[src/design/rcfp_pkg.sv]
`timescale 1ns / 1ps
// ----------------------------------------------------------------------------
// RESP command frame parser package
// Shared constants, result codes, the byte class record and name tables.
// ----------------------------------------------------------------------------
package rcfp_pkg;

   // Field widths of the two channels
   localparam int DATA_W      = 8;
   localparam int ARG_INDEX_W = 10;
   localparam int ARG_COUNT_W = 11;
   localparam int VERDICT_W   = 2;

   // Defaults for the top-level bounds
   localparam int DEF_MAX_ARG_COUNT = 1024;
   localparam int DEF_MAX_BULK_LEN  = 1048576;

   // Entries in the queue between front and back
   localparam int QUEUE_DEPTH = 4;

   // Verdict codes
   localparam logic [VERDICT_W-1:0] VERDICT_PING      = 2'd0;
   localparam logic [VERDICT_W-1:0] VERDICT_SET       = 2'd1;
   localparam logic [VERDICT_W-1:0] VERDICT_UNKNOWN   = 2'd2;
   localparam logic [VERDICT_W-1:0] VERDICT_MALFORMED = 2'd3;

   // Byte values the parser looks for
   localparam logic [DATA_W-1:0] CHAR_STAR   = 8'h2A;
   localparam logic [DATA_W-1:0] CHAR_DOLLAR = 8'h24;
   localparam logic [DATA_W-1:0] CHAR_CR     = 8'h0D;
   localparam logic [DATA_W-1:0] CHAR_LF     = 8'h0A;
   localparam logic [DATA_W-1:0] CHAR_ZERO   = 8'h30;
   localparam logic [DATA_W-1:0] CHAR_NINE   = 8'h39;
   localparam logic [DATA_W-1:0] CHAR_LOW_A  = 8'h61;
   localparam logic [DATA_W-1:0] CHAR_LOW_Z  = 8'h7A;
   localparam logic [DATA_W-1:0] CASE_OFFSET = 8'h20;

   // One classified input byte, as it travels from front to back
   typedef struct packed {
      logic [DATA_W-1:0] data_byte;
      logic              eom;
      logic              is_digit;
      logic [3:0]        digit;
      logic              is_cr;
      logic              is_lf;
      logic              is_star;
      logic              is_dollar;
   } byte_class_type;

   // Fold lower-case ASCII letters to upper case
   function automatic logic [DATA_W-1:0] to_upper(input logic [DATA_W-1:0] b);
      logic [DATA_W-1:0] r;
      r = b;
      if (b >= CHAR_LOW_A && b <= CHAR_LOW_Z) begin
         r = b - CASE_OFFSET;
      end
      return r;
   endfunction

   // Letters of the PING command name
   function automatic logic [DATA_W-1:0] ping_char(input logic [1:0] pos);
      logic [DATA_W-1:0] r;
      case (pos)
         2'd0:    r = 8'h50;
         2'd1:    r = 8'h49;
         2'd2:    r = 8'h4E;
         default: r = 8'h47;
      endcase
      return r;
   endfunction

   // Letters of the SET command name; the fourth place never matches
   function automatic logic [DATA_W-1:0] set_char(input logic [1:0] pos);
      logic [DATA_W-1:0] r;
      case (pos)
         2'd0:    r = 8'h53;
         2'd1:    r = 8'h45;
         2'd2:    r = 8'h54;
         default: r = 8'h00;
      endcase
      return r;
   endfunction

endpackage

[src/design/rcfp_if.sv]
`timescale 1ns / 1ps
// ----------------------------------------------------------------------------
// RESP command frame parser channel interfaces
// Valid/ready channels for message bytes in and parse results out.
// ----------------------------------------------------------------------------
interface rcfp_req_if;
   logic                       valid;
   logic                       ready;
   logic [rcfp_pkg::DATA_W-1:0] data_byte;
   logic                       end_of_message;

   modport source (output valid, output data_byte, output end_of_message, input ready);
   modport sink   (input valid, input data_byte, input end_of_message, output ready);
endinterface

interface rcfp_rsp_if;
   logic                            valid;
   logic                            ready;
   logic                            is_verdict;
   logic [rcfp_pkg::DATA_W-1:0]      payload_byte;
   logic [rcfp_pkg::ARG_INDEX_W-1:0] arg_index;
   logic                            arg_last;
   logic [rcfp_pkg::VERDICT_W-1:0]   verdict;
   logic [rcfp_pkg::ARG_COUNT_W-1:0] arg_count;

   modport source (output valid, output is_verdict, output payload_byte, output arg_index,
                   output arg_last, output verdict, output arg_count, input ready);
   modport sink   (input valid, input is_verdict, input payload_byte, input arg_index,
                   input arg_last, input verdict, input arg_count, output ready);
endinterface

[src/design/rcfp_front.sv]
`timescale 1ns / 1ps
// ----------------------------------------------------------------------------
// RESP parser front end
// Takes message bytes off the request channel and classifies them.
// ----------------------------------------------------------------------------
module rcfp_front (
   rcfp_req_if.sink                req_chan,
   input  logic                    queue_full,
   output logic                    push,
   output rcfp_pkg::byte_class_type entry
);
   import rcfp_pkg::*;

   logic [DATA_W-1:0] b;

   assign b              = req_chan.data_byte;
   assign req_chan.ready = !queue_full;
   assign push           = req_chan.valid && !queue_full;

   always_comb begin
      entry           = '0;
      entry.data_byte = b;
      entry.eom       = req_chan.end_of_message;
      entry.is_digit  = (b >= CHAR_ZERO) && (b <= CHAR_NINE);
      entry.digit     = b[3:0];
      entry.is_cr     = (b == CHAR_CR);
      entry.is_lf     = (b == CHAR_LF);
      entry.is_star   = (b == CHAR_STAR);
      entry.is_dollar = (b == CHAR_DOLLAR);
   end

endmodule

[src/design/rcfp_queue.sv]
`timescale 1ns / 1ps
// ----------------------------------------------------------------------------
// RESP parser byte queue
// Short first-in first-out buffer of classified bytes between front and back.
// ----------------------------------------------------------------------------
module rcfp_queue #(
   parameter int DEPTH = rcfp_pkg::QUEUE_DEPTH
) (
   input  logic                     clock,
   input  logic                     reset,
   input  logic                     push,
   input  rcfp_pkg::byte_class_type push_data,
   input  logic                     pop,
   output rcfp_pkg::byte_class_type pop_data,
   output logic                     empty,
   output logic                     full
);
   import rcfp_pkg::*;

   localparam int AW = (DEPTH > 1) ? $clog2(DEPTH) : 1;

   byte_class_type store_ff [DEPTH];
   logic [AW:0]    wr_ptr_ff, wr_ptr_in;
   logic [AW:0]    rd_ptr_ff, rd_ptr_in;
   logic [AW:0]    count;

   assign count    = wr_ptr_ff - rd_ptr_ff;
   assign empty    = (count == '0);
   assign full     = (count == (AW+1)'(DEPTH));
   assign pop_data = store_ff[rd_ptr_ff[AW-1:0]];

   // Pointers wrap at the depth, which is a power of two
   assign wr_ptr_in = push ? wr_ptr_ff + 1'b1 : wr_ptr_ff;
   assign rd_ptr_in = pop  ? rd_ptr_ff + 1'b1 : rd_ptr_ff;

   always_ff @(posedge clock) begin
      if (reset) begin
         wr_ptr_ff <= '0;
         rd_ptr_ff <= '0;
      end else begin
         wr_ptr_ff <= wr_ptr_in;
         rd_ptr_ff <= rd_ptr_in;
      end
   end

   always_ff @(posedge clock) begin
      if (push) begin
         store_ff[wr_ptr_ff[AW-1:0]] <= push_data;
      end
   end

   a_no_overflow: assert property (@(posedge clock) disable iff (reset)
      full |-> !push)
      else $error("queue written while full");

   a_no_underflow: assert property (@(posedge clock) disable iff (reset)
      pop |-> !empty)
      else $error("queue read while empty");

endmodule

[src/design/rcfp_back.sv]
`timescale 1ns / 1ps
// ----------------------------------------------------------------------------
// RESP parser back end
// Frame state machine over classified bytes, with a registered result stage.
// ----------------------------------------------------------------------------
module rcfp_back #(
   parameter int MAX_ARG_COUNT = rcfp_pkg::DEF_MAX_ARG_COUNT,
   parameter int MAX_BULK_LEN  = rcfp_pkg::DEF_MAX_BULK_LEN
) (
   input  logic                     clock,
   input  logic                     reset,
   input  logic                     queue_empty,
   input  rcfp_pkg::byte_class_type item,
   output logic                     pop,
   rcfp_rsp_if.source               rsp_chan
);
   import rcfp_pkg::*;

   localparam int CNT_W = $clog2(MAX_ARG_COUNT + 1);
   localparam int LEN_W = $clog2(MAX_BULK_LEN + 1);
   localparam int ACC_W = (CNT_W > LEN_W) ? CNT_W : LEN_W;
   localparam int EXT_W = ACC_W + 4;

   localparam logic [EXT_W-1:0] CNT_BOUND = EXT_W'(MAX_ARG_COUNT);
   localparam logic [EXT_W-1:0] LEN_BOUND = EXT_W'(MAX_BULK_LEN);

   typedef enum logic [3:0] {
      PH_STAR, PH_CNT_DIG, PH_CNT_MORE, PH_CNT_LF, PH_DOLLAR, PH_LEN_DIG,
      PH_LEN_MORE, PH_LEN_LF, PH_PAYLOAD, PH_PAY_CR, PH_PAY_LF, PH_DONE, PH_ERROR
   } phase_type;

   phase_type         phase_ff, phase_in;
   logic [ACC_W-1:0]  acc_ff, acc_in;
   logic [CNT_W-1:0]  args_ff, args_in;
   logic [CNT_W-1:0]  cur_ff, cur_in;
   logic [LEN_W-1:0]  rem_ff, rem_in;
   logic [2:0]        pos_ff, pos_in;
   logic [1:0]        flags_ff, flags_in;

   logic                   rsp_valid_ff, rsp_valid_in;
   logic                   rsp_is_verdict_ff;
   logic [DATA_W-1:0]      rsp_payload_ff;
   logic [ARG_INDEX_W-1:0] rsp_index_ff;
   logic                   rsp_last_ff;
   logic [VERDICT_W-1:0]   rsp_verdict_ff;
   logic [ARG_COUNT_W-1:0] rsp_count_ff;

   logic                   out_space;
   logic                   emit;
   logic                   last_byte;
   logic [EXT_W-1:0]       acc_next;
   logic [EXT_W-1:0]       digit_bound;
   logic [CNT_W:0]         cur_inc;
   logic [DATA_W-1:0]      upper;
   logic [VERDICT_W-1:0]   verdict;
   logic [CNT_W+ARG_COUNT_W-1:0] count_wide;
   logic [CNT_W+ARG_INDEX_W-1:0] index_wide;

   // A result slot is free when empty or being drained this cycle
   assign out_space = !rsp_valid_ff || rsp_chan.ready;
   assign pop       = !queue_empty && out_space;

   assign acc_next    = ({4'b0, acc_ff} << 3) + ({4'b0, acc_ff} << 1) + EXT_W'(item.digit);
   assign digit_bound = (phase_ff == PH_CNT_DIG || phase_ff == PH_CNT_MORE) ?
                        CNT_BOUND : LEN_BOUND;
   assign cur_inc     = {1'b0, cur_ff} + 1'b1;
   assign upper       = to_upper(item.data_byte);

   always_comb begin
      phase_in  = phase_ff;
      acc_in    = acc_ff;
      args_in   = args_ff;
      cur_in    = cur_ff;
      rem_in    = rem_ff;
      pos_in    = pos_ff;
      flags_in  = flags_ff;
      emit      = 1'b0;
      last_byte = 1'b0;
      case (phase_ff)
         PH_STAR: begin
            if (item.is_star) begin
               acc_in   = '0;
               phase_in = PH_CNT_DIG;
            end else begin
               phase_in = PH_ERROR;
            end
         end
         PH_CNT_DIG, PH_CNT_MORE, PH_LEN_DIG, PH_LEN_MORE: begin
            if (item.is_digit) begin
               if (acc_next <= digit_bound) begin
                  acc_in   = acc_next[ACC_W-1:0];
                  phase_in = (phase_ff == PH_CNT_DIG || phase_ff == PH_CNT_MORE) ?
                             PH_CNT_MORE : PH_LEN_MORE;
               end else begin
                  phase_in = PH_ERROR;
               end
            end else if (item.is_cr && phase_ff == PH_CNT_MORE) begin
               phase_in = PH_CNT_LF;
            end else if (item.is_cr && phase_ff == PH_LEN_MORE) begin
               phase_in = PH_LEN_LF;
            end else begin
               phase_in = PH_ERROR;
            end
         end
         PH_CNT_LF: begin
            if (item.is_lf && acc_ff != '0) begin
               args_in  = acc_ff[CNT_W-1:0];
               cur_in   = '0;
               phase_in = PH_DOLLAR;
            end else begin
               phase_in = PH_ERROR;
            end
         end
         PH_DOLLAR: begin
            if (item.is_dollar) begin
               acc_in   = '0;
               phase_in = PH_LEN_DIG;
            end else begin
               phase_in = PH_ERROR;
            end
         end
         PH_LEN_LF: begin
            if (item.is_lf) begin
               rem_in   = acc_ff[LEN_W-1:0];
               phase_in = (acc_ff == '0) ? PH_PAY_CR : PH_PAYLOAD;
            end else begin
               phase_in = PH_ERROR;
            end
         end
         PH_PAYLOAD: begin
            if (cur_ff == '0) begin
               if (pos_ff >= 3'd4 || upper != ping_char(pos_ff[1:0])) begin
                  flags_in[0] = 1'b0;
               end
               if (pos_ff >= 3'd3 || upper != set_char(pos_ff[1:0])) begin
                  flags_in[1] = 1'b0;
               end
               if (pos_ff != 3'd7) begin
                  pos_in = pos_ff + 1'b1;
               end
            end
            emit      = 1'b1;
            last_byte = (rem_ff == LEN_W'(1));
            rem_in    = rem_ff - 1'b1;
            if (last_byte) begin
               phase_in = PH_PAY_CR;
            end
         end
         PH_PAY_CR: begin
            phase_in = item.is_cr ? PH_PAY_LF : PH_ERROR;
         end
         PH_PAY_LF: begin
            if (item.is_lf) begin
               cur_in   = cur_inc[CNT_W-1:0];
               phase_in = (cur_inc >= {1'b0, args_ff}) ? PH_DONE : PH_DOLLAR;
            end else begin
               phase_in = PH_ERROR;
            end
         end
         PH_DONE: begin
            phase_in = PH_DONE;
         end
         default: begin
            phase_in = PH_ERROR;
         end
      endcase
   end

   // Verdict from the state as it stands after this byte
   always_comb begin
      if (phase_in != PH_DONE) begin
         verdict = VERDICT_MALFORMED;
      end else if (flags_in[0] && pos_in == 3'd4) begin
         verdict = VERDICT_PING;
      end else if (flags_in[1] && pos_in == 3'd3) begin
         verdict = VERDICT_SET;
      end else begin
         verdict = VERDICT_UNKNOWN;
      end
   end

   assign count_wide = {{ARG_COUNT_W{1'b0}}, args_in};
   assign index_wide = {{ARG_INDEX_W{1'b0}}, cur_ff};

   always_comb begin
      rsp_valid_in = rsp_valid_ff;
      if (out_space) begin
         rsp_valid_in = pop && (item.eom || emit);
      end
   end

   always_ff @(posedge clock) begin
      if (reset) begin
         phase_ff     <= PH_STAR;
         acc_ff       <= '0;
         args_ff      <= '0;
         cur_ff       <= '0;
         rem_ff       <= '0;
         pos_ff       <= '0;
         flags_ff     <= 2'b11;
         rsp_valid_ff <= 1'b0;
      end else begin
         rsp_valid_ff <= rsp_valid_in;
         if (pop && item.eom) begin
            phase_ff <= PH_STAR;
            acc_ff   <= '0;
            args_ff  <= '0;
            cur_ff   <= '0;
            rem_ff   <= '0;
            pos_ff   <= '0;
            flags_ff <= 2'b11;
         end else if (pop) begin
            phase_ff <= phase_in;
            acc_ff   <= acc_in;
            args_ff  <= args_in;
            cur_ff   <= cur_in;
            rem_ff   <= rem_in;
            pos_ff   <= pos_in;
            flags_ff <= flags_in;
         end
      end
      if (pop && item.eom) begin
         rsp_is_verdict_ff <= 1'b1;
         rsp_payload_ff    <= '0;
         rsp_index_ff      <= '0;
         rsp_last_ff       <= 1'b0;
         rsp_verdict_ff    <= verdict;
         rsp_count_ff      <= count_wide[ARG_COUNT_W-1:0];
      end else if (pop && emit) begin
         rsp_is_verdict_ff <= 1'b0;
         rsp_payload_ff    <= item.data_byte;
         rsp_index_ff      <= index_wide[ARG_INDEX_W-1:0];
         rsp_last_ff       <= last_byte;
         rsp_verdict_ff    <= VERDICT_PING;
         rsp_count_ff      <= count_wide[ARG_COUNT_W-1:0];
      end
   end

   assign rsp_chan.valid        = rsp_valid_ff;
   assign rsp_chan.is_verdict   = rsp_is_verdict_ff;
   assign rsp_chan.payload_byte = rsp_payload_ff;
   assign rsp_chan.arg_index    = rsp_index_ff;
   assign rsp_chan.arg_last     = rsp_last_ff;
   assign rsp_chan.verdict      = rsp_verdict_ff;
   assign rsp_chan.arg_count    = rsp_count_ff;

   a_restart_after_verdict: assert property (@(posedge clock) disable iff (reset)
      pop && item.eom |=> phase_ff == PH_STAR)
      else $error("parser did not restart after end of message");

   a_payload_pending: assert property (@(posedge clock) disable iff (reset)
      phase_ff == PH_PAYLOAD |-> rem_ff != '0)
      else $error("payload phase with nothing left to take");

   a_arg_in_range: assert property (@(posedge clock) disable iff (reset)
      (phase_ff == PH_DOLLAR || phase_ff == PH_LEN_DIG || phase_ff == PH_LEN_MORE ||
       phase_ff == PH_LEN_LF || phase_ff == PH_PAYLOAD || phase_ff == PH_PAY_CR ||
       phase_ff == PH_PAY_LF) |-> cur_ff < args_ff)
      else $error("argument index beyond declared count");

endmodule

[src/design/resp_command_frame_parser.sv]
`timescale 1ns / 1ps
// ----------------------------------------------------------------------------
// RESP command frame parser
// Parses '*count CRLF' then count bulk strings, one byte per clock unless stalled.
// ----------------------------------------------------------------------------
// The block takes one message byte per transfer on req_chan and sustains one
// byte per clock while rsp_chan does not stall. Each payload byte of a bulk
// string comes out on rsp_chan with its argument index and a mark on the last
// byte of the argument; header and delimiter bytes give no result. The byte
// flagged end_of_message gives a verdict instead (ping, set, unknown command
// or malformed) together with the declared argument count, and the parser
// then starts afresh on the next message. A result passes through the front
// queue and then the result register before it is valid on rsp_chan. The
// four-entry queue lets the front keep taking bytes while a result waits at
// the output; req_chan.ready drops only once the queue is full. The argument
// count and bulk length bounds are the parameters MAX_ARG_COUNT and
// MAX_BULK_LEN; exceeding either, a count of zero, a missing marker or CRLF,
// or a message that stops short all give malformed.
module resp_command_frame_parser #(
   parameter int MAX_ARG_COUNT = rcfp_pkg::DEF_MAX_ARG_COUNT,
   parameter int MAX_BULK_LEN  = rcfp_pkg::DEF_MAX_BULK_LEN
) (
   input  logic         clock,
   input  logic         reset,
   rcfp_req_if.sink     req_chan,
   rcfp_rsp_if.source   rsp_chan
);
   import rcfp_pkg::*;

   // Classified byte on its way into the queue
   byte_class_type front_entry;
   // Classified byte at the head of the queue
   byte_class_type back_item;
   logic           push;
   logic           pop;
   logic           queue_empty;
   logic           queue_full;

   // Classify each transfer and push it into the queue
   rcfp_front u_front (
      .req_chan   (req_chan),
      .queue_full (queue_full),
      .push       (push),
      .entry      (front_entry)
   );

   // Hold bytes here while the result side is stalled
   rcfp_queue #(
      .DEPTH (QUEUE_DEPTH)
   ) u_queue (
      .clock     (clock),
      .reset     (reset),
      .push      (push),
      .push_data (front_entry),
      .pop       (pop),
      .pop_data  (back_item),
      .empty     (queue_empty),
      .full      (queue_full)
   );

   // Advance the frame state machine and register each result
   rcfp_back #(
      .MAX_ARG_COUNT (MAX_ARG_COUNT),
      .MAX_BULK_LEN  (MAX_BULK_LEN)
   ) u_back (
      .clock       (clock),
      .reset       (reset),
      .queue_empty (queue_empty),
      .item        (back_item),
      .pop         (pop),
      .rsp_chan    (rsp_chan)
   );

endmodule

[src/flat_wrapper.sv]
// flat-port wrapper written by rule: the top's interface ports become plain ports
module resp_command_frame_parser_flat import rcfp_pkg::*;
#(
   parameter int MAX_ARG_COUNT = rcfp_pkg::DEF_MAX_ARG_COUNT,
   parameter int MAX_BULK_LEN  = rcfp_pkg::DEF_MAX_BULK_LEN
)
  (clock, reset, req_chan_valid, req_chan_data_byte, req_chan_end_of_message, req_chan_ready, rsp_chan_valid, rsp_chan_is_verdict, rsp_chan_payload_byte, rsp_chan_arg_index, rsp_chan_arg_last, rsp_chan_verdict, rsp_chan_arg_count, rsp_chan_ready);
  rcfp_req_if req_chan_i ();
  rcfp_rsp_if rsp_chan_i ();
  input  logic clock;
  input  logic reset;
  input wire logic [$bits(req_chan_i.valid)-1:0] req_chan_valid;
  input wire logic [$bits(req_chan_i.data_byte)-1:0] req_chan_data_byte;
  input wire logic [$bits(req_chan_i.end_of_message)-1:0] req_chan_end_of_message;
  output wire logic [$bits(req_chan_i.ready)-1:0] req_chan_ready;
  output wire logic [$bits(rsp_chan_i.valid)-1:0] rsp_chan_valid;
  output wire logic [$bits(rsp_chan_i.is_verdict)-1:0] rsp_chan_is_verdict;
  output wire logic [$bits(rsp_chan_i.payload_byte)-1:0] rsp_chan_payload_byte;
  output wire logic [$bits(rsp_chan_i.arg_index)-1:0] rsp_chan_arg_index;
  output wire logic [$bits(rsp_chan_i.arg_last)-1:0] rsp_chan_arg_last;
  output wire logic [$bits(rsp_chan_i.verdict)-1:0] rsp_chan_verdict;
  output wire logic [$bits(rsp_chan_i.arg_count)-1:0] rsp_chan_arg_count;
  input wire logic [$bits(rsp_chan_i.ready)-1:0] rsp_chan_ready;
  assign req_chan_i.valid = req_chan_valid;
  assign req_chan_i.data_byte = req_chan_data_byte;
  assign req_chan_i.end_of_message = req_chan_end_of_message;
  assign req_chan_ready = req_chan_i.ready;
  assign rsp_chan_valid = rsp_chan_i.valid;
  assign rsp_chan_is_verdict = rsp_chan_i.is_verdict;
  assign rsp_chan_payload_byte = rsp_chan_i.payload_byte;
  assign rsp_chan_arg_index = rsp_chan_i.arg_index;
  assign rsp_chan_arg_last = rsp_chan_i.arg_last;
  assign rsp_chan_verdict = rsp_chan_i.verdict;
  assign rsp_chan_arg_count = rsp_chan_i.arg_count;
  assign rsp_chan_i.ready = rsp_chan_ready;
  resp_command_frame_parser #(.MAX_ARG_COUNT(MAX_ARG_COUNT), .MAX_BULK_LEN(MAX_BULK_LEN)) u_core (.clock(clock), .reset(reset), .req_chan(req_chan_i), .rsp_chan(rsp_chan_i));
endmodule
[config.mk]
export PLATFORM = sky130hd
export DESIGN_NAME = resp_command_frame_parser_flat
export DESIGN_NICKNAME = d
export VERILOG_FILES = /design/src/design/rcfp_pkg.sv /design/src/design/rcfp_if.sv /design/src/design/rcfp_front.sv /design/src/design/rcfp_queue.sv /design/src/design/rcfp_back.sv /design/src/design/resp_command_frame_parser.sv /design/src/flat_wrapper.sv
export SDC_FILE = /design/constraint.sdc
export NUM_CORES = 1
export LEC_CHECK = 0
export BUFFER_PORTS_ARGS = -buffer_cell sky130_fd_sc_hd__buf_4
export CAP_MARGIN = 20
export CORE_MARGIN = 2
export CORE_UTILIZATION = 40
export DETAILED_ROUTE_END_ITERATION = 10
export SLEW_MARGIN = 20
export SYNTH_ARGS = -nofsm -noshare
export SYNTH_HDL_FRONTEND = slang
export SYNTH_SLANG_ARGS = --single-unit
[constraint.sdc]
create_clock -name clock -period 4.75 [get_ports clock]
set_input_delay 0.7125 -clock clock [delete_from_list [all_inputs] [get_ports clock]]
set_output_delay 0.7125 -clock clock [all_outputs]
set_load 0.01 [all_outputs]
* Yosys cells after proc, flatten, opt, wreduce, memory -nomap -nowiden *
Memory sizes are Yosys's and may differ from the RTL's. A register that Yosys moved wholly into a read port is not among the register bits.
Cells that the tools add are included.

cells by class
  add/subtract/negate cells = 9
  order comparisons = 8
  equality and inequality tests = 32
  muxes and demuxes = 55
  reduce and logical (&&, ||, !) cells = 35

operators with widths
  kind                                                   count
  2-to-1 mux 21 bit                                      6
  2-to-1 mux 11 bit                                      6
  case mux 21 bit (3 select lines)                       1
  case mux 21 bit (2 select lines)                       1
  2-to-1 mux 4 bit                                       10
  2-to-1 mux 8 bit                                       5
  case mux 4 bit (9 select lines)                        1
  adder 24 x 22 -> 25 bit                                1
  adder 25 x 4 -> 25 bit                                 1
  <= comparator 25 x 21 -> 1 bit                         1
  case mux 11 bit (2 select lines)                       1
  equality test 21 x 1 -> 1 bit (second input constant)  1
  logical NOT 21 bit                                     1
  case mux 7 bit (3 select lines)                        1
  nonzero test 21 bit                                    1
  subtractor 21 x 1 -> 21 bit (second input constant)    1
  2-to-1 mux 2 bit                                       9
  2-to-1 mux 3 bit                                       6
  equality test 4 x 3 -> 1 bit (second input constant)   4
  equality test 4 bit (second input constant)            4
  equality test 8 x 4 -> 1 bit (second input constant)   2
  equality test 8 x 6 -> 1 bit (second input constant)   2
  inequality test 8 bit                                  2
  case mux 5 bit (3 select lines)                        1
  36 further kinds                                       70

word-level totals
  bits in registers = 113
  bits in writable memories = 72
  bits of input ports = 13
  output and inout port bits = 35
  logic and storage cells = 156
  memories = 1

memories
  name                     depth  bits a word  read ports  clocked after Yosys merged registers in  wr ports  RTL line          source
  u_core.u_queue.store_ff  4      18           1           1                                        1         rcfp_queue.sv:22  byte_class_type store_ff [DEPTH];

* Depth between registers and ports, before layout *
Gate-level depths: netlist (run 1).

  word-level depth = 14
  gate-level depth with buffers = 21
  depth with buffers taken out = 19

* Modules after synthesis *
Synthesis (run 1) repeated with hierarchy kept, for this count alone.

unflattened totals
  cells, all modules = 1,034
  area, all modules = 10,267.3 um^2

modules (own cells, without submodules)
  module      instances  cells an instance  area an instance (um^2)  seq. area each (um^2)
  rcfp_back   1          871                7,029.2                  2,272.2
  rcfp_queue  1          136                3,045.4                  2,322.2
  rcfp_front  1          27                 192.7                    0.0

* Worst setup path before layout (run 1) *
No wires, ideal clock.

  path type = register to register
  from = register with a tool-made name
  to = register u_core.u_back.acc_ff[7]
  arrival = 4.696 ns
  setup slack = -0.070 ns
  cell stages (with the launch flop) = 22
  path buffers = 3
  period minus slack after synthesis = 4.820 ns
  cell sequence = dfxtp_1 buf_6 buf_6 mux4_2 fa_1 fa_1 a21o_1 a31o_2 nand2_1 nor2_1 nor2_1 xor2_1 ha_1 nand3_1 nor4_4 o2111a_1 a41o_1 nand4_1 nor4_4 o211a_1 buf_4 o22ai_1

RTL lines
  element               RTL line          source
  end signal, assigned  rcfp_back.sv:214  acc_ff <= acc_in;
  end, declared         rcfp_back.sv:33   logic [ACC_W-1:0] acc_ff, acc_in;

==> results of run 1 <==
flip-flops by register name, indices dropped and copies added, names as in the netlist, named ones only:
register	cells
u_core.u_queue.store_ff	56
u_core.u_back.acc_ff	21
u_core.u_back.rem_ff	21
u_core.u_back.args_ff	11
u_core.u_back.cur_ff	11
u_core.u_back.rsp_chan.arg_count	11
u_core.u_back.rsp_chan.arg_index	10
u_core.u_back.rsp_chan.payload_byte	8
u_core.u_back.phase_ff	4
u_core.u_back.pos_ff	3
u_core.u_queue.rd_ptr_ff	3
u_core.u_queue.wr_ptr_ff	3
u_core.u_back.flags_ff	2
u_core.u_back.rsp_chan.verdict	2
u_core.u_back.rsp_chan.arg_last	1
u_core.u_back.rsp_chan.is_verdict	1
u_core.u_back.rsp_chan.valid	1
power by group through the flow:
stage	clock, W	combinational, W	sequential, W
2_1_floorplan	0	0.00157	0.00193
3_3_place_gp	0	0.00223	0.00194
3_5_place_dp	0	0.00224	0.00195
4_1_cts	0.00148	0.00226	0.00192
5_1_grt	0.00153	0.00258	0.00194
6_report	0.00146	0.00235	0.00191
critical path: stages, from the launching register on:
cell and delay (ns):
dfxtp_4 0.37, mux4_2 0.53, fa_2 0.46, fa_2 0.41, a21o_1 0.19, a31o_4 0.27, nand2_4 0.08, nor2_4 0.04
nor2_2 0.08, xor2_1 0.09, ha_1 0.30, nand3_2 0.08, nor4_4 0.13, o2111a_1 0.23, a41o_1 0.17, nand4_1 0.17
nor4_4 0.30, o211a_4 0.28, clkbuf_16 0.16, o22ai_2 0.05
layout make-up:
cell class	instances	area, µm²	share of cell area, %
Clock buffer	17	425	3.76
Clock inverter	15	180	1.59
Tap cell	324	405	3.58
Inverter	43	161	1.43
Sequential cell	171	4120	36.4
Timing Repair Buffer	78	649	5.73
Multi-Input combinational cell	786	5390	47.6
cell families (layout without fill, tap and decap cells):
logic type / after synthesis / in the layout
flops: 171 / 171
xor+xnor: 44 / 44
simple gates: 369 / 369
mux: 29 / 29
fa+ha+maj: 72 / 72
buf+inv: 105 / 153
compound gates: 272 / 272
cells in the final DEF, fill, tap and decap left out, types with 18 or more instances in the layout:
master / count
xor2_1: 18
inv_1: 42
edfxtp_1: 69
nand2_1: 124
nor2_1: 88
xnor2_1: 26
o21ai_0: 53
clkbuf_16: 19
buf_4: 73
a21oi_1: 108
nand3_1: 33
ha_1: 69
dfxtp_1: 101
nor3_1: 26
synthesized netlist by cell type, types with 4 or more instances:
cell	n
buf_6	5
nor2b_1	5
nand3b_1	8
o211ai_1	8
a22oi_1	5
mux2_2	12
nor4_1	14
o22ai_1	13
buf_1	5
dfxtp_1	102
a21oi_1	109
a21o_1	10
inv_1	42
and3_1	13
o31ai_1	4
o21a_1	7
mux4_2	13
o21ai_0	54
ha_1	70
and2_1	6
edfxtp_1	69
xor2_1	18
nand4_1	13
o22ai_2	11
nand2b_1	8
nand3_1	34
a31oi_1	9
nor2_1	90
nor3_1	27
nor3b_1	8
xnor2_1	26
nand2_1	125
clkbuf_1	49
a211oi_1	10
timing repair:
item | 4_1_cts | 5_1_grt
setup endpoints to repair | 20 | 24
resized for setup | 3 | 13
gates cloned | 0 | 3
pin swaps | 2 | 4
setup buffers | 0 | 1
worst max-delay path by stage:
stage	start	end	slack (ns)	depth (start not counted)
after floorplan	flip-flop	u_core.u_back.acc_ff[12]	0.03	21
after global placement	flip-flop	u_core.u_back.acc_ff[15]	0.06	19
after detailed placement	flip-flop	u_core.u_back.acc_ff[15]	-0.007	19
after CTS	flip-flop	u_core.u_back.acc_ff[8]	0.005	19
after global routing	flip-flop	u_core.u_back.acc_ff[6]	-0.02	19
final	flip-flop	u_core.u_back.acc_ff[4]	0.23	19
metal layers:
metal / part of all wire [%] / GRT usage [%]
met1: 47 / 27.0
met2: 48 / 31.1
met3: 4.6 / 2.79
met4: 0.76 / 4.22
met5: 0 / 0
per-stage QoR:
stage / utilization, % / instances / setup TNS, ns / instance area, µm² / hold slack [ns]
finish: 46.7 / 1434 / 0 / 11300 / 0.447
global route: 46.7 / 1434 / -0.0197 / 11300 / 0.460
CTS: 46.1 / 1430 / 0 / 11200 / 0.452
detailed placement: 43.6 / 1398 / -0.00677 / 10600 / 0.440
global placement: 43.6 / 1398 / 0 / 10600 / 0.436
floorplan: - / 1062 / 0 / 9860 / 0.435
==> impl_metrics.py, run 1 <==
metrics = {
    "cts": {
        "cts_root_buf": "clkbuf_16",
        "numCtsBuffers": 17,
        "h-tree-depth": 4,
        "cts_sinks": 171,
        "cts_buffer_depth": 2,
        "insertion_delay_ns": 0.44,
        "tritoncts": "yes",
        "clk_pin_slew_ns": 0.07,
        "cts_hold_buffers": 0,
    },
    "placed_design": {
        "gp_congestion": 0.855,
        "dp_slack_ns": -0.00677,
        "io_buffer_count": 47,
        "place_hpwl_um": 17400,
    },
    "synth": {
        "ys_seq_elements": 171,
        "synth_top_family_by_area": "simple AND/OR/NAND/NOR gates",
        "synth_top_area_share_pct": 21.0,
        "netlist_instances": 1062,
        "synthXorXnorAreaFrac_pct": 3.91,
        "synth_edf_count": 69,
        "synth.area.mux_share_pct": 4.91,
        "yosysWarnings": 0,
        "synthArstFlopShare_pct": 0,
        "avgSynthCellArea_um2": 9.28,
        "synthSimpleGateAreaFrac_pct": 18.1,
        "synth_top_area_cell": "edfxtp_1",
        "synth_cell_type_count": 72,
        "synth_area_leaders": "edfxtp_1 21%, dfxtp_1 21%, ha_1 8.9%",
        "synthFlopType": "dfxtp_1",
        "synth_fa_ha_area_share_pct": 9.29,
        "synth_area_um2": 9850,
        "yosysSeqAreaShare_pct": 41.7,
        "syn_nets": 1147,
        "synth_compound_area_share_pct": 17.6,
    },
    "global_routing": {
        "antenna_found_initial": 0,
        "grt_max_degree": 50,
        "grt_overflow": 0,
        "grt_pass1_wl_um": 39700,
        "first_global_vias": 7402,
        "grt.total_usage_pct": 19.1,
    },
    "die": {
        "die_area_um2": 25900,
        "initial_core_util_pct": 40.6,
        "die_w_um": 161,
        "core_area_um2": 24200,
        "die-height_um": 161,
        "ios": 48,
        "rows": 57,
    },
    "critical_path": {
        "reg2reg_depth": 19,
        "startpoint_type": "flip-flop",
        "cp-end-kind": "flip-flop",
        "worstPathRequired_ns": 5.06,
        "crit_fanout": 5,
        "cp.arrival_ns": 4.83,
        "path_class": "flip-flop to flip-flop",
        "r2r_slack_ns": 0.23,
        "reg2reg_to": "u_core.u_back.acc_ff[4]",
    },
    "sta": {
        "min_period_ns": 4.52,
        "hold_viol_final": 0,
        "timing.fmax_ghz": 0.221,
        "setup_ws_ns": 0.226,
        "slew_headroom_pct": 27.4,
        "skew_ns": 0.0140,
        "fin_crit_sh_pct": 95.3,
        "final-setup-viol-count": 0,
        "rsz0062_at_grt": "true",
        "worstMarginPinSlew_ns": 1.09,
        "slew_viol_final": 0,
    },
    "finish": {
        "area_growth_pct": 14.9,
        "antenna_cells": 0,
        "nFillCells": 2330,
        "drive_above_1_share_pct": 15.9,
        "fin_nets": 1182,
    },
    "drt": {
        "ant_nets": 0,
        "first_iter_violations": 531,
        "wire_per_inst_um": 17.3,
        "viasPerCell": 5.59,
        "vias": 8010,
        "wirelength_um": 24800,
        "first_pass_iters": 5,
        "drc": 0,
    },
    "min_path": {
        "worst_hold_path_type": "flip-flop to flip-flop",
        "hold_end": "u_core.u_back.rsp_chan.is_verdict",
        "holdPathStages": 2,
        "hp-start": "u_core.u_back.rsp_chan.is_verdict",
    },
    "power": {
        "power.switching_w": 0.00229,
        "power_frac_comb_pct": 41.0,
        "p_int_w": 0.00344,
        "swShare_pct": 40.0,
        "power_density_nw_per_um2": 505,
        "p_seq_share_pct": 33.5,
        "ir_drop_mv": 0.272,
        "p_clk_share_pct": 25.5,
        "finalPower_w": 0.00572,
        "cellLeakagePower_nw": 4.38,
    },
    "run": {
        "cap_violations": 0,
    },
    "status": {
        "status": "completed",
    },
}
Note: power is estimated with default switching activity, not from simulation.
==> run 2, diff against run 1 <==
==> constraint.sdc (replaced) <==
create_clock -name clock -period 5.2 [get_ports clock]
set_input_delay 0.78 -clock clock [delete_from_list [all_inputs] [get_ports clock]]
set_output_delay 0.78 -clock clock [all_outputs]
set_load 0.01 [all_outputs]
==> run 2 against run 1 <==
Hold slack better by 0.0029 ns. Non-clock buffer count down 1. Wire length down 1.7%. Register-to-register slack better by 0.05 ns. Global-route usage down 0.077 points. Critical endpoint is now u_core.u_back.acc_ff[7]. Largest cell class unchanged.
==> impl_metrics.py, run 2 (synthesized netlist as in run 1, its figures left out) <==
metrics = {
    "min_path": {
        "worst_hold_path_type": "flip-flop to flip-flop",
    },
    "critical_path": {
        "cp_cell_sequence": "buf_4 -> mux4_2 -> ha_1 -> ha_1 -> fa_1 -> a21o_1 -> a31o_2 -> nand2_1 -> nor2_1 -> nor2_1 -> xor2_1 -> ha_1 -> nand3_1 -> nor4_4 -> o2111a_1 -> a41o_1 -> nand4_1 -> buf_4 -> a21oi_4 -> o211a_1 -> buf_6 -> o22ai_1",
        "cp.arrival_ns": 5.24,
        "crit_buf_inv": 3,
        "cpMostUsedCell": "ha_1",
        "worstPathRequired_ns": 5.52,
        "slowest_stage": "mux4_2",
        "critical_path.top_delay_family": "compound AO/OA/AOI/OAI gates",
        "path_class": "flip-flop to flip-flop",
        "crit_fanout": 15,
        "slowest_delay_ns": 0.53,
        "cp-end-kind": "flip-flop",
        "startpoint_type": "flip-flop",
    },
    "die": {
        "core_area_um2": 24200,
        "rows": 57,
        "die-height_um": 161,
        "ios": 48,
        "die_area_um2": 25900,
        "die_w_um": 161,
        "initial_core_util_pct": 40.6,
    },
    "drt": {
        "wl_met2_um": 11700,
        "wl_met1_um": 11500,
        "vias": 7988,
        "wirelength_um": 24400,
        "ant_nets": 0,
        "wl_met3_um": 883,
        "first_iter_violations": 525,
        "first_pass_iters": 5,
        "drc": 0,
        "top_layer_used": "met4",
        "wire_per_inst_um": 17.0,
        "viasPerCell": 5.57,
    },
    "finish": {
        "largest_register_ffs": 56,
        "drive_above_1_share_pct": 15.0,
        "area_growth_pct": 13.9,
        "final_cell_mix": "124 x nand2_1, 108 x a21oi_1, 101 x dfxtp_1",
        "fin_nets": 1181,
        "antenna_cells": 0,
        "fin_area_um2": 11200,
        "final_common_cell": "nand2_1",
        "post-route-util_pct": 46.3,
    },
    "power": {
        "power_density_nw_per_um2": 454,
        "cellLeakagePower_nw": 4.35,
        "ir_drop_mv": 0.257,
    },
    "sta": {
        "fin_crit_sh_pct": 94.7,
        "finalSetupTns_ns": 0,
        "hold_viol_final": 0,
        "timing.fmax_ghz": 0.203,
        "slew_viol_final": 0,
        "rsz0062_at_grt": "false",
        "skew_ns": 0.0147,
        "slew_headroom_pct": 34.0,
        "final-setup-viol-count": 0,
        "min_period_ns": 4.92,
        "worstMarginPinSlew_ns": 0.990,
    },
    "global_routing": {
        "antenna_found_initial": 0,
        "grt.total_usage_pct": 19.0,
        "grt_overflow": 0,
        "first_global_vias": 7388,
        "grt_max_degree": 46,
        "grt_pass1_wl_um": 39400,
    },
    "cts": {
        "numCtsBuffers": 17,
        "h-tree-depth": 4,
        "cts_buffer_depth": 2,
        "insertion_delay_ns": 0.44,
        "cts_hold_buffers": 0,
        "cts_sinks": 171,
        "clk_pin_slew_ns": 0.07,
        "cts_root_buf": "clkbuf_16",
        "tritoncts": "yes",
    },
    "placed_design": {
        "gp_congestion": 0.836,
        "io_buffer_count": 47,
        "place_area_um2": 10500,
        "place_hpwl_um": 17200,
    },
    "run": {
        "cap_violations": 0,
    },
    "status": {
        "status": "completed",
    },
}
[run 2: through the flow]
step | setup slack, ns | total power (W) | instances | hold slack, ns
floorplan | 0.380 | 0.00320 | 1062 | 0.435
CTS | 0.0482 | 0.00510 | 1428 | 0.456
global placement | 0.201 | 0.00378 | 1396 | 0.437
finish | 0.278 | 0.00510 | 1433 | 0.450
global route | 0.00760 | 0.00541 | 1433 | 0.469
detailed placement | 0.0699 | 0.00379 | 1396 | 0.445
[run 2: where the power goes]
part | switching (W) | internal, W
sequential | 0.000122 | 0.00162
clock | 0.000638 | 0.000652
combinational | 0.00134 | 0.000726
[run 2: worst register-to-register path: stages, from the launching register on]
cell and delay, ns:
dfxtp_2 0.39, buf_4 0.20, mux4_2 0.53, ha_1 0.20
ha_1 0.20, fa_1 0.40, a21o_1 0.19, a31o_2 0.27
nand2_1 0.09, nor2_1 0.05, nor2_1 0.10, xor2_1 0.24
ha_1 0.16, nand3_1 0.10, nor4_4 0.14, o2111a_1 0.22
a41o_1 0.17, nand4_1 0.18, buf_4 0.22, a21oi_4 0.22
o211a_1 0.23, buf_6 0.19, o22ai_1 0.11
[run 2: worst paths after layout]
| kind | cells past startpoint | end | from | slack, ns |
|---|---|---|---|---|
| setup reg to reg | 22 | u_core.u_back.acc_ff[7] | flip-flop | 0.28 |
| setup / recovery | 22 | u_core.u_back.acc_ff[7] | flip-flop | 0.28 |
| hold reg to reg | 2 | u_core.u_back.rsp_chan.is_verdict | u_core.u_back.rsp_chan.is_verdict | 0.45 |
| hold / removal | 2 | u_core.u_back.rsp_chan.is_verdict | u_core.u_back.rsp_chan.is_verdict | 0.45 |
[run 2: final cells by class]
cell class	instances	area [µm²]
Sequential cell	171	4120
Timing Repair Buffer	77	594
Fill cell	2379	13000
Inverter	43	161
Multi-Input combinational cell	786	5350
Clock buffer	17	425
Clock inverter	15	173
Tap cell	324	405
[run 2: timing repair]
| action | 4_1_cts | 5_1_grt |
|---|---|---|
| pin swaps | 0 | 2 |
| gates resized for setup | 2 | 4 |
| buffers inserted | 0 | 5 |
| setup endpoints to repair | 7 | 23 |
| gates cloned | 0 | 0 |
[run 2: routing by layer]
layer  track usage (%)  up-vias
met2              31.6      119
met5                 0        -
met1              25.7     3888
li1                  -     3952
met4              4.83        0
met3              3.46       29
==> run 3, diff against run 2 <==
--- a/config.mk
+++ b/config.mk
@@ -10,6 +10,7 @@
 export CORE_MARGIN = 2
 export CORE_UTILIZATION = 40
 export DETAILED_ROUTE_END_ITERATION = 10
+export SKIP_LAST_GASP = 1
 export SLEW_MARGIN = 20
 export SYNTH_ARGS = -nofsm -noshare
 export SYNTH_HDL_FRONTEND = slang
==> constraint.sdc (replaced) <==
create_clock -name clock -period 4.85 [get_ports clock]
set_input_delay 0.7275 -clock clock [delete_from_list [all_inputs] [get_ports clock]]
set_output_delay 0.7275 -clock clock [all_outputs]
set_load 0.01 [all_outputs]
==> run 3 against run 2 <==
Sequential share of layout area decreased by 0.47 points. Count of clock-buffer cells in the layout unchanged. Die area unchanged. Wire length increased by 0.95%. Hold slack about the same. Highest routed layer unchanged. Worst setup slack got worse by 0.086 ns. Largest power group unchanged. First-iteration DRC count decreased by 12%. Register-to-register slack got worse by 0.09 ns. Cell count increased by 0.91%. Global-route usage increased by 0.26 points. Largest cell class unchanged. Utilization increased by 0.63 points. Clock power increased by 7%.
==> impl_metrics.py, run 3 (synthesized netlist as in run 1, its figures left out) <==
metrics = {
    "status": {
        "status": "completed",
    },
    "cts": {
        "numCtsBuffers": 17,
        "cts_sinks": 171,
        "h-tree-depth": 4,
        "cts_root_buf": "clkbuf_16",
        "tritoncts": "yes",
        "clk_pin_slew_ns": 0.07,
        "cts_buffer_depth": 2,
        "cts_hold_buffers": 0,
        "insertion_delay_ns": 0.44,
    },
    "critical_path": {
        "worstPathRequired_ns": 5.21,
        "crit_fanout": 6,
        "cp-end-kind": "flip-flop",
        "cp.arrival_ns": 5.02,
        "cp_cell_sequence": "buf_8 -> mux4_2 -> ha_4 -> ha_4 -> fa_2 -> a21o_1 -> a31o_4 -> nand2_2 -> nor2_2 -> nor2_2 -> xor2_1 -> ha_1 -> nand3_2 -> nor4_4 -> o2111a_1 -> a41o_1 -> nand4_1 -> nor4_4 -> o2111ai_2 -> buf_4 -> o22ai_1",
        "critical_path.top_delay_family": "compound AO/OA/AOI/OAI gates",
        "startpoint_type": "flip-flop",
        "slowest_stage": "mux4_2",
        "crit_buf_inv": 2,
        "path_class": "flip-flop to flip-flop",
        "slowest_delay_ns": 0.55,
    },
    "global_routing": {
        "antenna_found_initial": 0,
        "grt_overflow": 0,
        "grt_pass1_wl_um": 40300,
        "grt_max_degree": 49,
        "grt.total_usage_pct": 19.3,
        "first_global_vias": 7818,
    },
    "finish": {
        "nFillCells": 2319,
        "antenna_cells": 0,
        "area_growth_pct": 15.4,
        "final_cell_mix": "124 x nand2_1, 108 x a21oi_1, 101 x dfxtp_1",
        "final_common_cell": "nand2_1",
        "drive_above_1_share_pct": 16.8,
        "fin_nets": 1194,
        "largest_register_ffs": 56,
    },
    "drt": {
        "viasPerCell": 5.52,
        "wirelength_um": 24600,
        "drc": 0,
        "first_iter_violations": 462,
        "ant_nets": 0,
        "wire_per_inst_um": 17.0,
        "first_pass_iters": 7,
        "vias": 7982,
    },
    "die": {
        "core_area_um2": 24200,
        "rows": 57,
        "ios": 48,
        "initial_core_util_pct": 40.6,
        "die-height_um": 161,
        "die_w_um": 161,
        "die_area_um2": 25900,
    },
    "placed_design": {
        "place_hpwl_um": 17400,
        "gp_congestion": 0.879,
        "io_buffer_count": 47,
    },
    "sta": {
        "skew_ns": 0.0123,
        "slew_headroom_pct": 35.2,
        "final-setup-viol-count": 0,
        "finalSetupTns_ns": 0,
        "worstMarginPinSlew_ns": 0.971,
        "min_period_ns": 4.66,
        "timing.fmax_ghz": 0.215,
        "slew_viol_final": 0,
        "fin_crit_sh_pct": 96.0,
        "hold_viol_final": 0,
    },
    "power": {
        "power_density_nw_per_um2": 487,
        "ir_drop_mv": 0.241,
        "finalPower_w": 0.00554,
        "cellLeakagePower_nw": 4.41,
    },
    "run": {
        "cap_violations": 0,
    },
    "min_path": {
        "worst_hold_path_type": "flip-flop to flip-flop",
    },
}
run 3: cell types whose count changed in the layout (fill, tap and decap cells not counted), sizes merged:
cell      previous run  this run
buf                 77        90
clkinv               6         7
clkinvlp             1         0
run 3: repair_timing:
action / CTS / global route
endpoints found under the setup margin: 24 / 24
setup buffers: 0 / 8
cloned: 0 / 1
hold endpoints to repair: 0 / 0
pin swaps: 1 / 10
resized for setup: 2 / 23
run 3: worst min-delay path: cells and delay by family (launching register included):
family / cells / cell delay, ns
simple gates: 2 / 0.09
flops: 1 / 0.32
run 3: path summary, 6_finish.rpt:
path	to	from	slack, ns	depth (start not counted)
min reg2reg	u_core.u_back.rsp_chan.is_verdict	u_core.u_back.rsp_chan.is_verdict	0.45	2
max reg2reg	u_core.u_back.acc_ff[6]	flip-flop	0.19	21
min	u_core.u_back.rsp_chan.is_verdict	u_core.u_back.rsp_chan.is_verdict	0.45	2
max	u_core.u_back.acc_ff[6]	flip-flop	0.19	21
run 3: metrics by stage:
| step | setup WS, ns | util (%) | cell area (µm²) | hold WS, ns | instances |
|---|---|---|---|---|---|
| 2_1_floorplan | 0.0300 | - | 9850 | 0.435 | 1062 |
| 3_3_place_gp | 0.0217 | 43.7 | 10600 | 0.440 | 1405 |
| 3_5_place_dp | -0.0915 | 43.7 | 10600 | 0.444 | 1405 |
| 4_1_cts | 0.0466 | 46.2 | 11200 | 0.455 | 1437 |
| 5_1_grt | -0.00526 | 46.9 | 11400 | 0.479 | 1446 |
| 6_report | 0.192 | 46.9 | 11400 | 0.450 | 1446 |
run 3: report_power, final:
group	internal, W	leakage, nW	switching [W]
sequential	0.00174	1.47	0.000131
combinational	0.000829	2.65	0.00146
clock	0.000697	0.292	0.000681
total	0.00327	4.41	0.00227
run 3: area by class of cell:
class | instances | area (µm²) | area share, %
Multi-Input combinational cell | 786 | 5400 | 47.5
Sequential cell | 171 | 4120 | 36.2
Clock buffer | 17 | 425 | 3.74
Inverter | 43 | 161 | 1.42
Timing Repair Buffer | 90 | 691 | 6.07
Clock inverter | 15 | 171 | 1.51
Tap cell | 324 | 405 | 3.56
run 3: routing by layer:
metal  wire length (µm)  track usage, %  vias to the layer above
met5                  0               0                        -
met4                271            4.42                        0
met3                892            3.02                       22
met2              11700            31.3                      151
met1              11800            27.2                     3837
li1                   -               -                     3972
